==> src/rtl/core/irct_pkg.sv <==
// Shared types, constants and character codes for the message tokenizer.
package irct_pkg;

  localparam int MAX_TOKEN  = 512;
  localparam int MAX_PARAMS = 16;

  localparam int TOK_LEN_W = 10;
  localparam int PIDX_W    = 4;

  localparam logic [7:0] CH_SPACE = 8'h20;
  localparam logic [7:0] CH_TAB   = 8'h09;
  localparam logic [7:0] CH_COLON = 8'h3A;

  localparam logic [1:0] DEST_NONE    = 2'd0;
  localparam logic [1:0] DEST_SOURCE  = 2'd1;
  localparam logic [1:0] DEST_COMMAND = 2'd2;
  localparam logic [1:0] DEST_PARAM   = 2'd3;

  typedef enum logic [3:0] {
    PH_SKIP    = 4'b0001,
    PH_SOURCE  = 4'b0010,
    PH_COMMAND = 4'b0100,
    PH_ARGS    = 4'b1000
  } phase_t;

  typedef struct packed {
    phase_t                phase;
    logic                  trailing;
    logic [PIDX_W-1:0]     param_counter;
    logic [TOK_LEN_W-1:0]  token_length;
  } tok_state_t;

  typedef struct packed {
    logic [1:0]        dest;
    logic              byte_valid;
    logic [7:0]        out_byte;
    logic [PIDX_W-1:0] param_index;
    logic              param_done;
    logic              overflow;
    logic              line_done;
  } tok_result_t;

  localparam tok_state_t STATE_RESET = '{
    phase:         PH_SKIP,
    trailing:      1'b0,
    param_counter: '0,
    token_length:  '0
  };

endpackage

==> src/rtl/core/irct_step.sv <==
// Per-character next-state and result logic of the tokenizer.
module irct_step
  import irct_pkg::*;
(
  input  tok_state_t  state,
  input  logic [7:0]  ch,
  input  logic        last,
  output tok_state_t  state_next,
  output tok_result_t result
);

  logic       blank;
  logic       is_sep;
  logic       append;
  tok_state_t st;
  logic [1:0] phase_dest;

  assign blank  = (ch == CH_SPACE) || (ch == CH_TAB);
  assign is_sep = (ch == CH_SPACE) && ((state.phase != PH_ARGS) || !state.trailing);

  always_comb begin
    st     = state;
    append = 1'b0;
    result = '0;

    unique case (state.phase) inside
      PH_SKIP: begin
        if (blank) begin
          st = state;
        end else if (ch == CH_COLON) begin
          st.phase = PH_SOURCE;
        end else begin
          st.phase = PH_COMMAND;
          append   = 1'b1;
        end
      end
      PH_SOURCE, PH_COMMAND, PH_ARGS: begin
        if (is_sep) begin
          st.token_length = '0;
          if (state.phase == PH_SOURCE) begin
            st.phase = PH_COMMAND;
          end else if (state.phase == PH_COMMAND) begin
            st.phase         = PH_ARGS;
            st.param_counter = '0;
          end else begin
            result.param_done  = 1'b1;
            result.param_index = state.param_counter;
            // saturate at the top parameter index
            if (state.param_counter != PIDX_W'(MAX_PARAMS - 1)) begin
              st.param_counter = state.param_counter + 1'b1;
            end
          end
        end else if ((ch == CH_COLON) && !state.trailing) begin
          st.trailing = 1'b1;
        end else begin
          append = 1'b1;
        end
      end
      default: st = state;
    endcase

    unique case (st.phase)
      PH_SOURCE:  phase_dest = DEST_SOURCE;
      PH_COMMAND: phase_dest = DEST_COMMAND;
      PH_ARGS:    phase_dest = DEST_PARAM;
      default:    phase_dest = DEST_NONE;
    endcase

    if (append) begin
      result.dest = phase_dest;
      if (st.token_length < TOK_LEN_W'(MAX_TOKEN)) begin
        result.byte_valid = 1'b1;
        result.out_byte   = ch;
        st.token_length   = st.token_length + 1'b1;
      end else begin
        result.overflow = 1'b1;
      end
    end

    if ((st.phase == PH_ARGS) && !result.param_done) begin
      result.param_index = st.param_counter;
    end

    state_next = st;
    if (last) begin
      result.line_done = 1'b1;
      if (st.phase == PH_ARGS) begin
        result.param_done  = 1'b1;
        result.param_index = st.param_counter;
      end
      state_next = STATE_RESET;
    end
  end

endmodule

==> src/rtl/core/irct_skid.sv <==
// Output register with a one-entry skid stage for the result channel.
module irct_skid
  import irct_pkg::*;
(
  input  logic        clk,
  input  logic        rst,
  input  logic        push,
  input  tok_result_t push_data,
  output logic        full,
  output logic        out_valid,
  input  logic        out_stall,
  output tok_result_t out_data
);

  tok_result_t skid_data;
  logic        out_free;

  assign out_free = !out_valid || !out_stall;

  always_ff @(posedge clk) begin
    if (rst) begin
      out_valid <= 1'b0;
      full      <= 1'b0;
    end else if (full) begin
      if (out_free) begin
        out_valid <= 1'b1;
        full      <= 1'b0;
      end
    end else if (push) begin
      if (out_free) begin
        out_valid <= 1'b1;
      end else begin
        full <= 1'b1;
      end
    end else if (out_free) begin
      out_valid <= 1'b0;
    end
  end

  always_ff @(posedge clk) begin
    if (full) begin
      if (out_free) out_data <= skid_data;
    end else if (push) begin
      if (out_free) out_data <= push_data;
      else          skid_data <= push_data;
    end
  end

endmodule

==> src/rtl/core/irc_message_tokenizer_core.sv <==
// Top level of the message line tokenizer: one character in, one routed result out.
// A result is registered in the output register, or the skid entry when stalled.
// Throughput: one character per cycle while in_stall is low (skid entry not full).
// A one-entry skid stage lets a transaction in while a finished result is still stalled.
// Reset (rst, synchronous): tokenizer back to skipping leading blanks, output side empty.
module irc_message_tokenizer_core
  import irct_pkg::*;
(
  input  logic                  clk,
  input  logic                  rst,
  // character channel
  input  logic                  in_valid,
  output logic                  in_stall,
  input  logic [7:0]            ch,
  input  logic                  last,
  // result channel
  output logic                  out_valid,
  input  logic                  out_stall,
  output logic [1:0]            dest,
  output logic                  byte_valid,
  output logic [7:0]            out_byte,
  output logic [PIDX_W-1:0]     param_index,
  output logic                  param_done,
  output logic                  overflow,
  output logic                  line_done
);

  tok_state_t  state;
  tok_state_t  state_next;
  tok_result_t step_res;
  tok_result_t out_res;
  logic        in_acc;
  logic        skid_full;

  // only the skid stage filling up holds the character channel back
  assign in_stall = skid_full;
  assign in_acc   = in_valid && !skid_full;

  // combinational step: phase, trailing flag, parameter counter, token length
  irct_step u_step (
    .state      (state),
    .ch         (ch),
    .last       (last),
    .state_next (state_next),
    .result     (step_res)
  );

  // tokenizer state moves only on an accepted transaction
  always_ff @(posedge clk) begin
    if (rst) begin
      state <= STATE_RESET;
    end else if (in_acc) begin
      state <= state_next;
    end
  end

  // result register plus skid entry
  irct_skid u_skid (
    .clk       (clk),
    .rst       (rst),
    .push      (in_acc),
    .push_data (step_res),
    .full      (skid_full),
    .out_valid (out_valid),
    .out_stall (out_stall),
    .out_data  (out_res)
  );

  assign dest        = out_res.dest;
  assign byte_valid  = out_res.byte_valid;
  assign out_byte    = out_res.out_byte;
  assign param_index = out_res.param_index;
  assign param_done  = out_res.param_done;
  assign overflow    = out_res.overflow;
  assign line_done   = out_res.line_done;

`ifndef SYNTHESIS
  // a kept byte always has a target and is never an overflow
  a_byte_routed: assert property (@(posedge clk) disable iff (rst)
    (out_valid && byte_valid) |-> ((dest != DEST_NONE) && !overflow))
    else $error("kept byte without target or with overflow");

  // a dropped or absent byte reads as zero
  a_byte_zero: assert property (@(posedge clk) disable iff (rst)
    (out_valid && !byte_valid) |-> (out_byte == 8'd0))
    else $error("out_byte non-zero without byte_valid");

  // skid entry only fills behind a held result
  a_skid_behind: assert property (@(posedge clk) disable iff (rst)
    in_stall |-> out_valid)
    else $error("skid full with empty output register");

  // end of line returns the tokenizer to its reset state
  a_line_reset: assert property (@(posedge clk) disable iff (rst)
    (in_acc && last) |=> (state == STATE_RESET))
    else $error("state not cleared after last character");
`endif

endmodule
==> config.mk <==
export PLATFORM = sky130hd
export DESIGN_NAME = irc_message_tokenizer_core
export DESIGN_NICKNAME = d
export VERILOG_FILES = /design/src/rtl/core/irct_pkg.sv /design/src/rtl/core/irct_step.sv /design/src/rtl/core/irct_skid.sv /design/src/rtl/core/irc_message_tokenizer_core.sv
export SDC_FILE = /design/constraint.sdc
export NUM_CORES = 1
export LEC_CHECK = 0
export ABC_AREA = 1
export BUFFER_PORTS_ARGS = -buffer_cell sky130_fd_sc_hd__buf_2
export CORE_MARGIN = 2
export CORE_UTILIZATION = 44
export DETAILED_ROUTE_END_ITERATION = 7
export MAX_ROUTING_LAYER = met4
export SLEW_MARGIN = 20
export SYNTH_ARGS = -nofsm -noshare
export SYNTH_HDL_FRONTEND = slang
export SYNTH_SLANG_ARGS = --single-unit
export TNS_END_PERCENT = 1
==> constraint.sdc <==
create_clock -name clk -period 2.3 [get_ports clk]
set_input_delay 0.46 -clock clk [delete_from_list [all_inputs] [get_ports clk]]
set_output_delay 0.46 -clock clk [all_outputs]
set_load 0.01 [all_outputs]
# Word level (Yosys, flattened, before mapping)
# Index checks and enable logic that the tools add are counted.
dict set report word_totals {
  output_inout_bits 20
  input_bits 13
  regBits 57
}
dict set report op_classes {
  n_eq_ne 14
  n_reduce_logical 20
  n_addsub 2
  mux 44
  n_lt_le_gt_ge 1
  n_bitwise 2
}
# cell n
set op_table {}
lappend op_table {{2-to-1 mux 18 bit} 4}
lappend op_table {{case mux 19 bit (2 select lines)} 1}
lappend op_table {{2-to-1 mux 4 bit} 8}
lappend op_table {{2-to-1 mux 5 bit} 6}
lappend op_table {{2-to-1 mux 10 bit} 2}
lappend op_table {{2-to-1 mux 19 bit} 1}
lappend op_table {{equality test 8 x 6 -> 1 bit (second input constant)} 2}
lappend op_table {{2-to-1 mux 1 bit} 16}
lappend op_table {{2-to-1 mux 14 bit} 1}
lappend op_table {{2-to-1 mux 11 bit} 1}
lappend op_table {{adder 10 x 1 -> 10 bit (second input constant)} 1}
lappend op_table {{less-than comparator 10 bit (second input constant)} 1}
lappend op_table {{2-to-1 mux 9 bit} 1}
lappend op_table {{equality test 4 x 2 -> 1 bit (second input constant)} 2}
lappend op_table {{equality test 4 x 3 -> 1 bit (second input constant)} 2}
lappend op_table {{equality test 4 bit (second input constant)} 2}
lappend op_table {{equality test 8 x 4 -> 1 bit (second input constant)} 1}
lappend op_table {{!= test 4 bit (second input constant)} 2}
lappend op_table {{case mux 2 bit (3 select lines)} 1}
lappend op_table {{nonzero test 2 bit} 3}
lappend op_table {{zero test 1 bit} 5}
lappend op_table {{AND reduction 5 bit} 1}
lappend op_table {{adder 4 x 1 -> 4 bit (second input constant)} 1}
lappend op_table {{equality test 4 x 1 -> 1 bit (second input constant)} 1}
lappend op_table {{other kinds (10)} 17}

# Depth between registers and ports, before layout
dict set report depth {
  depth_word 14
  mapped_depth 16
  depth_no_buf 15
}

# Cells and area by module
# From an unflattened synthesis, not the netlist that was laid out.
dict set report unflattened {
  cells_unflattened 430
  area_unflattened_um2 3234.4
}
# mod seq_area_each_um2 n_inst cells_per_inst area_each_um2
set modules_own_cells {}
lappend modules_own_cells {irct_skid 1121.1 1 105 1413.9}
lappend modules_own_cells {irct_step 0.0 1 204 999.7}
lappend modules_own_cells {irc_message_tokenizer_core 380.4 1 121 820.8}

# Worst setup path after synthesis
# Ideal clock, no wire load.
dict set report synth_path {
  kind {flip-flop to flip-flop}
  startpoint {register u_skid.full}
  endpoint {register u_skid.out_data[0] in the netlist's numbering, enable pin}
  required_ps 1901
  setup_slack_ps 183
  period_less_slack_ps 2117
  stages_incl_launch_ff 4
  t_arrival_ps 1718
  setup_ps 399
  path_cell_list {dfxtp_1 > clkbuf_1 > nor2_1 > a21oi_1}
}
dict set report synth_via {
  elab_chain_len 4
}
# item line_no
set synth_lines {}
lappend synth_lines {{start, declared} irct_skid.sv:9} ;# output logic full,
lappend synth_lines {{start signal, assigned} irct_skid.sv:23} ;# full <= 1'b0;
lappend synth_lines {{start signal, assigned} irct_skid.sv:27} ;# full <= 1'b0;
lappend synth_lines {{start signal, assigned} irct_skid.sv:33} ;# full <= 1'b1;
lappend synth_lines {{zero test 1 bit} irc_message_tokenizer_core.sv:37} ;# assign in_acc = in_valid && !skid_full;
lappend synth_lines {{logical AND 1 bit} irc_message_tokenizer_core.sv:37}
lappend synth_lines {{nonzero test 2 bit (no line) *} -}
lappend synth_lines {{AND reduction 2 bit (no line) *} -}
lappend synth_lines {{end signal, assigned} irct_skid.sv:42} ;# if (out_free) out_data <= skid_data;
lappend synth_lines {{end signal, assigned} irct_skid.sv:44} ;# if (out_free) out_data <= push_data;
lappend synth_lines {{end, declared} irct_skid.sv:12} ;# output tok_result_t out_data
# Every way passes the cells marked *; elsewhere a longest branch is shown, timed or not.
# A chain may end at the register's enable or synchronous reset.

# Worst setup path after layout
dict set report layout_path {
  startpoint {register, netlist name state[15]}
  endpoint {register, netlist name state[6]}
}
dict set report layout_via {
  elab_chain_len 9
}
# item line_no
set layout_lines {}
lappend layout_lines {{!= test 4 bit} irct_step.sv:19} ;# assign is_sep = (ch == CH_SPACE) && ((state.phase != PH_ARGS) || !state.trailing);
lappend layout_lines {{logical OR 1 bit} irct_step.sv:19}
lappend layout_lines {{logical AND 1 bit} irct_step.sv:19}
lappend layout_lines {{2-to-1 mux 14 bit} irct_step.sv:38} ;# if (is_sep) begin
lappend layout_lines {{case mux 19 bit (2 select lines)} irct_step.sv:26} ;# unique case (state.phase) inside
lappend layout_lines {{adder 10 x 1 -> 10 bit or less-than comparator 10 bit (tied branches)} {irct_step.sv:74, irct_step.sv:71}}
lappend layout_lines {{2-to-1 mux 10 bit} irct_step.sv:71} ;# if (st.token_length < TOK_LEN_W'(MAX_TOKEN)) begin
lappend layout_lines {{2-to-1 mux 10 bit *} irct_step.sv:69} ;# if (append) begin
lappend layout_lines {{2-to-1 mux 19 bit *} irct_step.sv:85} ;# if (last) begin
# Every way passes the cells marked *; elsewhere a longest branch is shown, timed or not. The select of a mux whose other input is x is not followed.

==> run metrics <==
Die Y-Extent 85.70 um; clock skew 0.01065 ns; share of final-layout standard cells stronger than drive strength 1 20.34%; slack of the worst reg-to-reg path 0.19 ns; Seq/Total Area, Yosys 51.13%; antenna violations before repair 0; ys flop type sky130_fd_sc_hd__edfxtp_1; post-route setup TNS 0 ns; I/O pin count 33; row count 29; min-delay worst type primary input to flop; CP most frequent cell sky130_fd_sc_hd__nand2_1; clock edge transition at the registers on the reported setup and hold paths 0.07 ns; source of the worst hold timing path last; count of mapped cells out of synthesis 360; CTS Sinks 57; count of cells along the worst register-to-register path 13; max capacitance violation total 0; RSZ-0062 raised after global routing no; diode insertion count for antenna repair 0; cell depth of the worst setup path 13; status finished clean; kind of cell with the highest combined delay on the critical path simple AND/OR/NAND/NOR gates; peak clock frequency supported by timing 474.2 MHz; CP Launch Point state[15]$_SDFFE_PP1P_; Cell Area, Placed 3221 sq um; Clk Latency, worst-skew pair 0.34 ns; number of distinct library cell variants in the gate-level netlist after synthesis 30; final period utilization 91.69%; placer congestion estimate 0.8999; area share of the largest cell type after synthesis 36.81%; starting density of the core 45.98%; largest area contributor in the netlist sky130_fd_sc_hd__edfxtp_1; Synthesized Nets 375; Switching Power 578.3 uW; Max transition margin 65.49%; Synth async-reset ratio 0%; required time of the worst setup path 2.58 ns; DRC 0; leakage dissipation 1.403 nW; area of the die 7344 sq um; number of hold violations in the final report 0; Period minus WS final 2.109 ns; crit path launch type flop; slowest stage cell on the critical path sky130_fd_sc_hd__dfxtp_1; final-report max-slew violation count 0; slew at the pin closest to its max-slew limit 0.5145 ns; violation count after the first detailed-route iteration 118; first-pass GRT wire length 10360 um; H-tree depth 3; WL/cell 13.04 um; final instance area 3456 sq um; RR Startpoint state[15]$_SDFFE_PP1P_; mapped cell area 2937 sq um; clock buffers created by TritonCTS 9; buffers and inverters on the worst path 1; clock tree root driver cell sky130_fd_sc_hd__clkbuf_8; clock share of power 45.2%; area grow syn2layout 17.68%; Max stage delay on crit path 0.36 ns; CTS tree built; global route overflow 0; routed via count divided by cell count 5.082; Worst Setup End Kind flop; length of the first detailed-routing pass in iterations 4; count of hold-fix buffers inserted at cts 0; x dimension of the die 85.70 um; worst IR drop on VDD 0.4298 mV; proportion of power drawn by flip-flops and latches 46.1%; WP data arrival 2.38 ns; Std-Cell Core Area 6386 sq um; filler cell count in the final layout 606; commonest cells in the netlist sky130_fd_sc_hd__nand2_1, sky130_fd_sc_hd__nor2_1, sky130_fd_sc_hd__edfxtp_1, sky130_fd_sc_hd__a21oi_1, sky130_fd_sc_hd__inv_1; series of cell instances along the critical path nor2_2 > nand4_1 > nand3_4 > inv_2 > nor2_1 > ha_1 > nand2_1 > nand3b_1 > nor2_4 > nand2_1 > o21ai_0 > nand3_1 > a21oi_1; count of flip-flops with a built-in enable after synthesis 36; largest net degree at the start of global routing 20; classification of the worst setup path flop to flop; Worst Hold Slack 0.3251 ns; internal power 1.922 mW; global-route usage over all layers 18.76%; average cell area after synthesis 8.157 sq um; destination of the worst hold path u_skid.skid_data[0]$_DFFE_PP_; count of buffers inserted at the top-level ports 32; vias after detailed routing 2465; Setup Viol. Count Final 0; Routed Antenna Nets 0; part of the total power dissipated in combinational logic 8.7%; Post-DP HPWL 4402 um; Max Root-Sink Buffers 2; number of synthesized register bits 57; Power per Cell Area 723.4 nW/um^2; number of global-route vias before repair 2280; Total Routed Length 6323 um; net total in the final layout 418; r2r endpoint state[6]$_SDFFE_PP0P_; most area-consuming cells after synthesis sky130_fd_sc_hd__edfxtp_1, sky130_fd_sc_hd__dfxtp_1, sky130_fd_sc_hd__nand2_1; Yosys warnings 0; Max FO, Critical Path 5; library cell with the highest instance count after synthesis sky130_fd_sc_hd__nand2_1; switching share of total power 23.13%; number of stages on the worst hold path 1
[worst max path at each step]
| stage | end |
|---|---|
| floorplan | u_skid.out_data[0]$_DFFE_PP_ |
| global placement | u_skid.out_data[6]$_DFFE_PP_ |
| detailed placement | u_skid.out_data[4]$_DFFE_PP_ |
| CTS | state[6]$_SDFFE_PP0P_ |
| global route | state[6]$_SDFFE_PP0P_ |
| finish | state[6]$_SDFFE_PP0P_ |
[placed cells by master, fill, tap and decap left out, types with 7 or more instances in the layout]
master                       n
sky130_fd_sc_hd__dfxtp_1    20
sky130_fd_sc_hd__o21ai_1     7
sky130_fd_sc_hd__edfxtp_1   36
sky130_fd_sc_hd__clkbuf_8    9
sky130_fd_sc_hd__o21ai_0    14
sky130_fd_sc_hd__a21oi_1    25
sky130_fd_sc_hd__nor2_1     40
sky130_fd_sc_hd__buf_4      11
sky130_fd_sc_hd__nand3_1    21
sky130_fd_sc_hd__buf_2      32
sky130_fd_sc_hd__nand2_1   110
sky130_fd_sc_hd__inv_1      26
[state kept, by name (all words and copies together) (netlist names)]
name / flops
u_skid.out_valid: 1
state: 19
u_skid.out_data: 18
u_skid.skid_data: 18
u_skid.full: 1
[layout make-up]
| cell class | instances | area, sq um | area share [%] |
|---|---|---|---|
| Inverter | 31 | 116.4 | 3.367 |
| Multi-Input combinational cell | 261 | 1264 | 36.57 |
| Clock buffer | 10 | 127.6 | 3.693 |
| Timing Repair Buffer | 43 | 242.7 | 7.024 |
| Sequential cell | 57 | 1503 | 43.48 |
| Clock inverter | 6 | 106.4 | 3.077 |
| Tap cell | 77 | 96.34 | 2.788 |
[power by group through the flow]
stage / Clock [mW] / Sequential (mW) / Combinational (mW)
4_1_cts: 1.16 / 1.15 / 0.221
6_report: 1.13 / 1.15 / 0.218
5_1_grt: 1.19 / 1.16 / 0.246
2_1_floorplan: 0 / 1.19 / 0.126
3_3_place_gp: 0 / 1.18 / 0.217
3_5_place_dp: 0 / 1.18 / 0.219
[repair_timing]
item,CTS,global route
setup buffers,0,0
gates resized for setup,0,1
endpoints found under the setup margin,0,1
[metrics by stage]
step	power (mW)	utilization, %	setup WS [ns]	cells
after floorplan	1.317	-	0.1834	360
after global placement	1.393	50.43	0.08701	469
after detailed placement	1.395	50.43	0.05143	469
after CTS	2.532	54.09	0.1556	485
after global routing	2.595	54.11	0.002840	485
final	2.500	54.11	0.1911	485
[cells by family after synthesis]
family,after synthesis,synth area share [%]
multiplexers,1,0.3409
adder cells (fa/ha/maj),2,0.8520
AO/OA/AOI/OAI,53,9.331
buffers and inverters,42,5.964
AND/OR/NAND/NOR,205,32.38
flip-flops,57,51.13
[routing by layer]
metal	up-vias	GRT usage, %	wire (um)
met5	-	-	0
met2	49	29.76	2938
met1	1122	22.96	3006
li1	1282	-	-
met3	12	4.331	263
met4	0	8.225	115
Note: power is estimated with default switching activity, not from simulation.
